$ cat src/rtl/amc4_pkg.sv
// ----------------------------------------------------------------------------
// amc4_pkg
// Word formats, mode codes and controller-to-datapath command type.
// ----------------------------------------------------------------------------
package amc4_pkg;

	localparam int WORD_BITS = 32;
	localparam int FRAC_BITS = 16;
	localparam int PROD_BITS = 2 * WORD_BITS;
	// four products summed: two guard bits
	localparam int ACC_BITS  = PROD_BITS + 2;

	localparam logic [1:0] MODE_LOAD_A  = 2'd0;
	localparam logic [1:0] MODE_LOAD_B  = 2'd1;
	localparam logic [1:0] MODE_COMPUTE = 2'd2;

	localparam logic signed [WORD_BITS-1:0] FIX_ONE  = WORD_BITS'(1) << FRAC_BITS;
	localparam logic signed [WORD_BITS-1:0] WORD_MAX = {1'b0, {(WORD_BITS-1){1'b1}}};
	localparam logic signed [WORD_BITS-1:0] WORD_MIN = {1'b1, {(WORD_BITS-1){1'b0}}};

	typedef struct packed {
		logic       load_a;
		logic       load_b;
		logic       step;
		logic       first;
		logic       last_k;
		logic [1:0] i;
		logic [1:0] j;
		logic [1:0] k;
	} amc4_cmd_t;

	typedef struct packed {
		logic last_done;
	} amc4_status_t;

endpackage

$ cat src/rtl/amc4_ctrl.sv
// ----------------------------------------------------------------------------
// amc4_ctrl
// Sequencer: decodes words, steps the 64 multiply-accumulates of a compute.
// ----------------------------------------------------------------------------
module amc4_ctrl
	import amc4_pkg::*;
(
	input  logic         clk,
	input  logic         arst_n,
	input  logic         start,
	input  logic [1:0]   mode,
	input  logic [1:0]   row_index,
	input  amc4_status_t status,
	output amc4_cmd_t    cmd,
	output logic         busy
);

	typedef enum logic [1:0] {
		ST_IDLE,
		ST_RUN,
		ST_DRAIN
	} state_t;

	state_t     state_q;
	logic [5:0] cnt_q;
	logic       busy_q;
	logic       accept;

	assign accept = start && !busy_q;
	assign busy   = busy_q;

	always_comb begin
		cmd        = '0;
		cmd.load_a = accept && (mode == MODE_LOAD_A);
		// B bottom row is fixed; drop writes to it
		cmd.load_b = accept && (mode == MODE_LOAD_B) && (row_index != 2'd3);
		cmd.step   = (state_q == ST_RUN);
		cmd.i      = cnt_q[5:4];
		cmd.j      = cnt_q[3:2];
		cmd.k      = cnt_q[1:0];
		cmd.first  = (cnt_q[1:0] == 2'd0);
		cmd.last_k = (cnt_q[1:0] == 2'd3);
	end

	always_ff @(posedge clk or negedge arst_n) begin
		if (!arst_n) begin
			state_q <= ST_IDLE;
			cnt_q   <= '0;
			busy_q  <= 1'b0;
		end else begin
			case (state_q)
				ST_IDLE: begin
					if (accept && (mode == MODE_COMPUTE)) begin
						state_q <= ST_RUN;
						cnt_q   <= '0;
						busy_q  <= 1'b1;
					end
				end
				ST_RUN: begin
					cnt_q <= cnt_q + 6'd1;
					if (cnt_q == 6'd63) begin
						state_q <= ST_DRAIN;
					end
				end
				ST_DRAIN: begin
					// hold until the final entry leaves the datapath
					if (status.last_done) begin
						state_q <= ST_IDLE;
						busy_q  <= 1'b0;
					end
				end
				default: begin
					state_q <= ST_IDLE;
					busy_q  <= 1'b0;
				end
			endcase
		end
	end

endmodule

$ cat src/rtl/amc4_datapath.sv
// ----------------------------------------------------------------------------
// amc4_datapath
// Matrix stores, shared multiply-accumulate pipe, truncation/saturation and
// row write-back of the product into A.
// ----------------------------------------------------------------------------
module amc4_datapath
	import amc4_pkg::*;
(
	input  logic                        clk,
	input  logic                        arst_n,
	input  amc4_cmd_t                   cmd,
	input  logic [1:0]                  row_index,
	input  logic [1:0]                  col_index,
	input  logic signed [WORD_BITS-1:0] element_value,
	output amc4_status_t                status,
	output logic                        strobe,
	output logic [1:0]                  out_row,
	output logic [1:0]                  out_col,
	output logic signed [WORD_BITS-1:0] product_value,
	output logic                        saturated,
	output logic                        last
);

	typedef struct packed {
		logic       first;
		logic       last_k;
		logic [1:0] i;
		logic [1:0] j;
	} tag_t;

	logic signed [WORD_BITS-1:0] left_q  [16];
	logic signed [WORD_BITS-1:0] right_q [12];
	logic signed [WORD_BITS-1:0] prow_q  [3];

	logic                        vld_s1, vld_s2, fin_s3;
	tag_t                        tag_s1, tag_s2, tag_s3;
	logic signed [WORD_BITS-1:0] a_s1, b_s1;
	logic signed [PROD_BITS-1:0] p_s2;
	logic signed [ACC_BITS-1:0]  acc_q;

	logic                        strobe_q, last_q, sat_q;
	logic [1:0]                  row_q, col_q;
	logic signed [WORD_BITS-1:0] val_q;

	logic [ACC_BITS-FRAC_BITS-WORD_BITS:0] hi_bits;
	logic                        sat_now;
	logic signed [WORD_BITS-1:0] val_now;

	// sum >>> FRAC_BITS fits the word when the bits above the word are all sign
	always_comb begin
		hi_bits = acc_q[ACC_BITS-1:FRAC_BITS+WORD_BITS-1];
		sat_now = !((&hi_bits) || !(|hi_bits));
		if (sat_now) begin
			val_now = acc_q[ACC_BITS-1] ? WORD_MIN : WORD_MAX;
		end else begin
			val_now = acc_q[FRAC_BITS+WORD_BITS-1:FRAC_BITS];
		end
	end

	// control pipeline
	always_ff @(posedge clk or negedge arst_n) begin
		if (!arst_n) begin
			vld_s1   <= 1'b0;
			vld_s2   <= 1'b0;
			fin_s3   <= 1'b0;
			strobe_q <= 1'b0;
		end else begin
			vld_s1   <= cmd.step;
			vld_s2   <= vld_s1;
			fin_s3   <= vld_s2 && tag_s2.last_k;
			strobe_q <= fin_s3;
		end
	end

	// operand fetch, multiply, accumulate
	always_ff @(posedge clk) begin
		tag_s1 <= '{first: cmd.first, last_k: cmd.last_k, i: cmd.i, j: cmd.j};
		a_s1   <= left_q[{cmd.i, cmd.k}];
		if (cmd.k == 2'd3) begin
			b_s1 <= (cmd.j == 2'd3) ? FIX_ONE : '0;
		end else begin
			b_s1 <= right_q[{cmd.k, cmd.j}];
		end
		tag_s2 <= tag_s1;
		p_s2   <= a_s1 * b_s1;
		if (vld_s2) begin
			tag_s3 <= tag_s2;
			if (tag_s2.first) begin
				acc_q <= ACC_BITS'(p_s2);
			end else begin
				acc_q <= acc_q + ACC_BITS'(p_s2);
			end
		end
	end

	// result register, matrix stores and row write-back
	always_ff @(posedge clk) begin
		if (fin_s3) begin
			row_q  <= tag_s3.i;
			col_q  <= tag_s3.j;
			val_q  <= val_now;
			sat_q  <= sat_now;
			last_q <= (tag_s3.i == 2'd3) && (tag_s3.j == 2'd3);
			if (tag_s3.j != 2'd3) begin
				prow_q[tag_s3.j] <= val_now;
			end else begin
				// row finished and no longer read: overwrite A row
				left_q[{tag_s3.i, 2'd0}] <= prow_q[0];
				left_q[{tag_s3.i, 2'd1}] <= prow_q[1];
				left_q[{tag_s3.i, 2'd2}] <= prow_q[2];
				left_q[{tag_s3.i, 2'd3}] <= val_now;
			end
		end else if (cmd.load_a) begin
			left_q[{row_index, col_index}] <= element_value;
		end
		if (cmd.load_b) begin
			right_q[{row_index, col_index}] <= element_value;
		end
	end

	assign strobe           = strobe_q;
	assign out_row          = row_q;
	assign out_col          = col_q;
	assign product_value    = val_q;
	assign saturated        = sat_q;
	assign last             = last_q;
	assign status.last_done = strobe_q && last_q;

endmodule

$ cat src/rtl/affine_matrix_compose_4x4.sv
// ----------------------------------------------------------------------------
// affine_matrix_compose_4x4
// Composes 4x4 affine transforms in signed Q16.16: P = A * B, P written back
// into A. Bottom row of B is fixed at 0,0,0,1.
//
//  channel   handshake                 payload
//  input     start / busy              mode, row_index, col_index, element_value
//  result    strobe (one cycle)        out_row, out_col, product_value,
//                                      saturated, last
//
// A load word leaves busy low, so loads stream at one per cycle while no
// compute is running. A compute word raises busy; one shared multiply-
// accumulate does four products per entry, so each entry leaves once its
// four products are summed. Busy falls the cycle after last.
// The receiver cannot stall; results are shown for exactly one cycle.
// Reset clears control only; matrix contents are undefined until loaded.
// ----------------------------------------------------------------------------
module affine_matrix_compose_4x4
	import amc4_pkg::*;
(
	input  logic                        clk,
	input  logic                        arst_n,
	input  logic                        start,
	output logic                        busy,
	input  logic [1:0]                  mode,
	input  logic [1:0]                  row_index,
	input  logic [1:0]                  col_index,
	input  logic signed [WORD_BITS-1:0] element_value,
	output logic                        strobe,
	output logic [1:0]                  out_row,
	output logic [1:0]                  out_col,
	output logic signed [WORD_BITS-1:0] product_value,
	output logic                        saturated,
	output logic                        last
);

	amc4_cmd_t    cmd;
	amc4_status_t status;

	amc4_ctrl u_ctrl (
		.clk       (clk),
		.arst_n    (arst_n),
		.start     (start),
		.mode      (mode),
		.row_index (row_index),
		.status    (status),
		.cmd       (cmd),
		.busy      (busy)
	);

	amc4_datapath u_datapath (
		.clk           (clk),
		.arst_n        (arst_n),
		.cmd           (cmd),
		.row_index     (row_index),
		.col_index     (col_index),
		.element_value (element_value),
		.status        (status),
		.strobe        (strobe),
		.out_row       (out_row),
		.out_col       (out_col),
		.product_value (product_value),
		.saturated     (saturated),
		.last          (last)
	);

endmodule

$ cat config.mk
export PLATFORM = sky130hd
export DESIGN_NAME = affine_matrix_compose_4x4
export DESIGN_NICKNAME = d
export VERILOG_FILES = /design/src/rtl/amc4_pkg.sv /design/src/rtl/amc4_ctrl.sv /design/src/rtl/amc4_datapath.sv /design/src/rtl/affine_matrix_compose_4x4.sv
export SDC_FILE = /design/constraint.sdc
export NUM_CORES = 2
export LEC_CHECK = 0
export ABC_AREA = 1
export BUFFER_PORTS_ARGS = -buffer_cell sky130_fd_sc_hd__buf_2
export CORE_ASPECT_RATIO = 0.5
export CORE_UTILIZATION = 35
export CTS_CLUSTER_SIZE = 16
export DETAILED_ROUTE_END_ITERATION = 7
export HOLD_SLACK_MARGIN = 0.05
export PLACE_DENSITY = 0.52
export SYNTH_ARGS = -nofsm -noshare
export SYNTH_HDL_FRONTEND = slang
export SYNTH_SLANG_ARGS = --single-unit
export TNS_END_PERCENT = 5
$ cat constraint.sdc
create_clock -name clk -period 8.4 [get_ports clk]
set_clock_uncertainty 0.15 [all_clocks]
set_input_delay 2.1 -clock clk [delete_from_list [all_inputs] [get_ports clk]]
set_output_delay 2.1 -clock clk [all_outputs]
set_load 0.005 [all_outputs]
==> results_tabular.tex <==
\begin{tabular}{lr}
\hline
Metric & Value \\
\hline
\multicolumn{2}{l}{\textbf{Route}} \\
\quad Drt wl/cell & around 23 um \\
\quad Overall routed net length & 325 mm \\
\quad Number of iterations in the first detailed-routing pass & 6 \\
\quad Number of DRC markers in iteration 0 & 7,084 \\
\quad Antenna violation net count after detailed routing & 0 \\
\quad Post-detailed-route DRC marker count & 0 \\
\quad Total vias in the final route & a little over 70k \\
\quad Routed vias/inst & 5.16 \\
\multicolumn{2}{l}{\textbf{Final layout}} \\
\quad Sequential cell area & 36,200 um\^{}2 \\
\quad Count of filler cells inserted in the layout & 26.7k \\
\quad Final Net Count & 11.5k \\
\quad Post-synthesis to final-layout area growth & 10.2\% \\
\quad Multi-input gate area in the final layout & 49,100 um\^{}2 \\
\quad Proportion of layout cells with a drive suffix above 1 & 0.0714 \\
\multicolumn{2}{l}{\textbf{Setup path}} \\
\quad End of the worst register-to-register path & u\_datapath.p\_s2[35] \\
\quad WS Path Type & reg -> reg \\
\quad CP max FO & 17 \\
\quad Arrival @ worst endpoint & just under 9000 ps \\
\quad FF-to-FF path depth & 25 \\
\quad Setup slack, reg-to-reg & 270 ps \\
\quad Critical Path Most Common Cell & sky130\_fd\_sc\_hd\_\_fa\_1 \\
\quad WP data required & 8980 ps \\
\quad Biggest cell delay along the critical path & roughly 710 ps \\
\quad RR Startpoint & u\_datapath.a\_s1[18] \\
\quad Standard cell with the maximum stage delay on the critical path & sky130\_fd\_sc\_hd\_\_dfxtp\_1 \\
\quad Nature of the critical path startpoint & flop \\
\quad Worst setup EP type & flop \\
\multicolumn{2}{l}{\textbf{Yosys}} \\
\quad Distinct cells, synth & 58 \\
\quad EDFF count, synth & 1,100 \\
\quad Register area share after synthesis & 0.384 \\
\quad Number of cells produced by synthesis & 10.2k \\
\quad FFs w/ async S/R, synth & 0.0104 \\
\quad Yosys synthesis warning count & 0 \\
\quad Mean cell area of the mapped netlist & 9.23 um\^{}2 \\
\quad Register bit count reported by yosys & around 1.3k \\
\quad Post-Synthesis Net Count & around 12k \\
\quad Top flip-flop cell by instance count after synthesis & sky130\_fd\_sc\_hd\_\_edfxtp\_1 \\
\quad Post-Syn Area & 94,200 um\^{}2 \\
\multicolumn{2}{l}{\textbf{CTS}} \\
\quad Clock tree from TritonCTS & yes \\
\quad Clock tree sinks & 1,253 \\
\quad Worst-skew pair later-pin latency & between 800 and 900 ps \\
\quad TritonCTS Buffers & 136 \\
\quad H-tree levels & 4 \\
\quad Root buffer selected by CTS & sky130\_fd\_sc\_hd\_\_clkbuf\_16 \\
\quad Deepest clock path buffer count & 3 \\
\quad Worst-path clk slew & approximately 80 ps \\
\multicolumn{2}{l}{\textbf{Floorplanning}} \\
\quad I/O pins & roughly 80 \\
\quad Die Span Y & 369 um \\
\quad Standard cell core area & 267,000 um\^{}2 \\
\quad Count of standard-cell rows & 134 \\
\quad Horizontal die dimension & 736 um \\
\quad Die ar. & 271,000 um\^{}2 \\
\quad Initial cell density of the core & 0.353 \\
\multicolumn{2}{l}{\textbf{Job}} \\
\quad Max\_cap viols & 0 \\
\multicolumn{2}{l}{\textbf{Timing}} \\
\quad Fmax & 123 MHz \\
\quad Unrepaired setup endpoints after global routing & no \\
\quad Part of the cycle the worst path needs & 0.968 \\
\quad Final period demand of the worst path & 8130 ps \\
\quad Final setup vio count & 0 \\
\quad Count of final max-slew check failures & 0 \\
\quad Pin slew with the least headroom to its limit & 1170 ps \\
\quad Post-route setup slack & roughly 270 ps \\
\quad Worst relative slew slack & 0.216 \\
\quad Final number of hold-violating endpoints & 0 \\
\quad Setup Total Neg Slack & 0 ps \\
\multicolumn{2}{l}{\textbf{Pwr}} \\
\quad Power per Cell Area & 126 nW/um\^{}2 \\
\quad Leakage power & 49.4 nW \\
\quad Peak supply drop & around 0.20 mV \\
\multicolumn{2}{l}{\textbf{Worst hold path}} \\
\quad Startpoint of the lowest-slack hold path & u\_datapath.tag\_s1[5] \\
\quad Hold endpoint & u\_datapath.tag\_s2[5] \\
\quad Path class of the lowest-slack min-delay path & reg -> reg \\
\quad WHS Path Cells & 0 \\
\multicolumn{2}{l}{\textbf{GRT}} \\
\quad Initial antenna violation count & 28 \\
\quad Global-route wire length before repair & 480 mm \\
\quad Final global-route overflow total & 0 \\
\quad Largest net degree at the start of global routing & $\sim$160 \\
\quad Number of global-route vias before repair & roughly 71k \\
\quad Global routing usage summed across all routing layers & 0.239 \\
\multicolumn{2}{l}{\textbf{Place}} \\
\quad Final HPWL DP & 229 mm \\
\quad Routability congestion estimate & 0.945 \\
\quad Pre-CTS worst setup slack & 161 ps \\
\quad Number of buffers added on ports & 80 \\
\multicolumn{2}{l}{\textbf{Run status}} \\
\quad Result of the run & finished, final reports clean \\
\hline
\end{tabular}
==> repair_timing <==
action	CTS	global route
setup buffers	0	0
hold buffers	0	0
endpoints found under the setup margin	0	2
gates resized for setup	0	3
==> layer usage <==
metal / share of wire / routed length (um) / global-route usage / up-vias
met3: 0.071 / 23100 / 0.0308 / 409
met4: 0.020 / 6440 / 0.0496 / 14
met5: 0.00025 / 81 / 0 / -
met2: 0.46 / 150000 / 0.392 / 2572
met1: 0.45 / 145000 / 0.341 / 36240
li1: - / - / - / 32060
==> logic make-up after synthesis <==
family,share of synthesized area
compound gates,0.0965
fa+ha+maj,0.264
simple gates,0.152
buf+inv,0.0971
flops,0.384
xor+xnor,0.00698
==> placed cells by master (no fill, tap or decap), types with 24 or more instances in the layout <==
cell type,count
sky130_fd_sc_hd__inv_2,38
sky130_fd_sc_hd__buf_2,80
sky130_fd_sc_hd__xor2_1,42
sky130_fd_sc_hd__nand4_1,29
sky130_fd_sc_hd__dfxtp_1,137
sky130_fd_sc_hd__fa_1,1083
sky130_fd_sc_hd__inv_1,1795
sky130_fd_sc_hd__o21ai_1,153
sky130_fd_sc_hd__clkbuf_1,24
sky130_fd_sc_hd__o21bai_1,24
sky130_fd_sc_hd__nand2_4,34
sky130_fd_sc_hd__buf_4,188
sky130_fd_sc_hd__buf_12,30
sky130_fd_sc_hd__xnor2_1,32
sky130_fd_sc_hd__clkinv_1,29
sky130_fd_sc_hd__o211ai_1,38
sky130_fd_sc_hd__o22ai_1,113
sky130_fd_sc_hd__o221ai_1,114
sky130_fd_sc_hd__nand2_1,2376
sky130_fd_sc_hd__ha_1,251
sky130_fd_sc_hd__nor2_1,731
sky130_fd_sc_hd__nor2_2,38
sky130_fd_sc_hd__a31oi_1,37
sky130_fd_sc_hd__nand3_1,168
sky130_fd_sc_hd__nand2_2,37
sky130_fd_sc_hd__clkbuf_16,139
sky130_fd_sc_hd__edfxtp_1,1100
sky130_fd_sc_hd__o21ai_0,935
sky130_fd_sc_hd__a21oi_1,183
==> worst max-delay path: cells and delay by family, from the launching register on <==
| family | cells | cell delay (ps) |
|---|---|---|
| AO/OA/AOI/OAI | 4 | 760 |
| XOR/XNOR | 1 | 550 |
| adder cells (fa/ha/maj) | 9 | 4410 |
| buffers and inverters | 9 | 1190 |
| flip-flops | 1 | 710 |
| AND/OR/NAND/NOR | 2 | 230 |
==> registers in the layout, summed over array words and instances (netlist names) <==
signal and cells:
u_datapath.right_q 384, u_datapath.vld_s1 1, u_datapath.strobe 1, u_datapath.tag_s3 4, u_datapath.last 1, u_datapath.vld_s2 1, u_ctrl.state_q 2, u_datapath.p_s2 64
u_ctrl.busy 1, u_datapath.b_s1 32, u_datapath.acc_q 66, u_datapath.saturated 1, u_datapath.prow_q 96, u_datapath.tag_s2 6, u_ctrl.cnt_q 6, u_datapath.out_col 2
u_datapath.left_q 512, u_datapath.out_row 2, u_datapath.product_value 32, u_datapath.fin_s3 1, u_datapath.a_s1 32, u_datapath.tag_s1 6
==> power by group <==
part	leakage (nW)	internal (mW)	switching, mW
Combinational	34.5	0.00894	0.0934
Clock	2.23	3.49	2.82
Sequential	12.7	6.70	0
==> worst max-delay path by stage <==
stage,startpoint,to,slack (ps),depth (start not counted)
after global routing,u_datapath.a_s1[18],u_datapath.p_s2[35],9,25
final,u_datapath.a_s1[18],u_datapath.p_s2[35],270,25
after global placement,u_datapath.a_s1[27],u_datapath.p_s2[49],50,25
after CTS,u_datapath.a_s1[27],u_datapath.p_s2[49],100,25
after detailed placement,u_datapath.a_s1[27],u_datapath.p_s2[49],160,25
after floorplan,u_datapath.a_s1[31],u_datapath.p_s2[60],1180,27
==> cells in the mapped netlist (7+ instances only) <==
library cell / count / area (um^2)
sky130_fd_sc_hd__a21o_1: 14 / 105
sky130_fd_sc_hd__a21oi_1: 183 / 916
sky130_fd_sc_hd__a31oi_1: 38 / 238
sky130_fd_sc_hd__buf_1: 14 / 52.6
sky130_fd_sc_hd__buf_2: 91 / 455
sky130_fd_sc_hd__buf_4: 10 / 75.1
sky130_fd_sc_hd__clkbuf_1: 416 / 1560
sky130_fd_sc_hd__dfrtp_1: 13 / 325
sky130_fd_sc_hd__dfxtp_1: 140 / 2800
sky130_fd_sc_hd__edfxtp_1: 1100 / 33000
sky130_fd_sc_hd__fa_1: 1083 / 21700
sky130_fd_sc_hd__ha_1: 251 / 3140
sky130_fd_sc_hd__inv_1: 1796 / 6740
sky130_fd_sc_hd__inv_2: 38 / 143
sky130_fd_sc_hd__nand2_1: 2396 / 8990
sky130_fd_sc_hd__nand2_2: 19 / 119
sky130_fd_sc_hd__nand2_4: 32 / 360
sky130_fd_sc_hd__nand3_1: 173 / 866
sky130_fd_sc_hd__nand3_2: 8 / 80.1
sky130_fd_sc_hd__nand3b_1: 20 / 150
sky130_fd_sc_hd__nand4_1: 29 / 181
sky130_fd_sc_hd__nor2_1: 733 / 2750
sky130_fd_sc_hd__nor2_2: 38 / 238
sky130_fd_sc_hd__nor3_1: 29 / 145
sky130_fd_sc_hd__nor4_1: 13 / 81.3
sky130_fd_sc_hd__o211ai_1: 38 / 285
sky130_fd_sc_hd__o21ai_0: 935 / 4680
sky130_fd_sc_hd__o21ai_1: 153 / 766
sky130_fd_sc_hd__o21bai_1: 24 / 180
sky130_fd_sc_hd__o221ai_1: 114 / 998
sky130_fd_sc_hd__o22ai_1: 113 / 707
sky130_fd_sc_hd__or2_1: 7 / 43.8
sky130_fd_sc_hd__or2_2: 13 / 81.3
sky130_fd_sc_hd__xnor2_1: 32 / 280
sky130_fd_sc_hd__xor2_1: 43 / 377
==> cell type report <==
| class | instances | area share |
|---|---|---|
| Sequential cell | 1253 | 0.349 |
| Clock buffer | 169 | 0.0352 |
| Inverter | 1839 | 0.0667 |
| Antenna cell | 7 | 0.000169 |
| Timing Repair Buffer | 298 | 0.0233 |
| Clock inverter | 84 | 0.00940 |
| Multi-Input combinational cell | 6572 | 0.473 |
| Tap cell | 3604 | 0.0435 |
==> metrics by stage <==
stage	cell area, um^2	hold slack [ps]	instances	utilization	power, mW
after floorplan	94200	160	10204	-	6.87
after global placement	99100	160	13566	0.371	6.94
after detailed placement	99100	162	13566	0.371	6.94
after CTS	104000	176	13819	0.388	13.2
after global routing	104000	183	13822	0.388	13.4
final	104000	176	13826	0.388	13.1
Power figures use the tool's default switching activity.
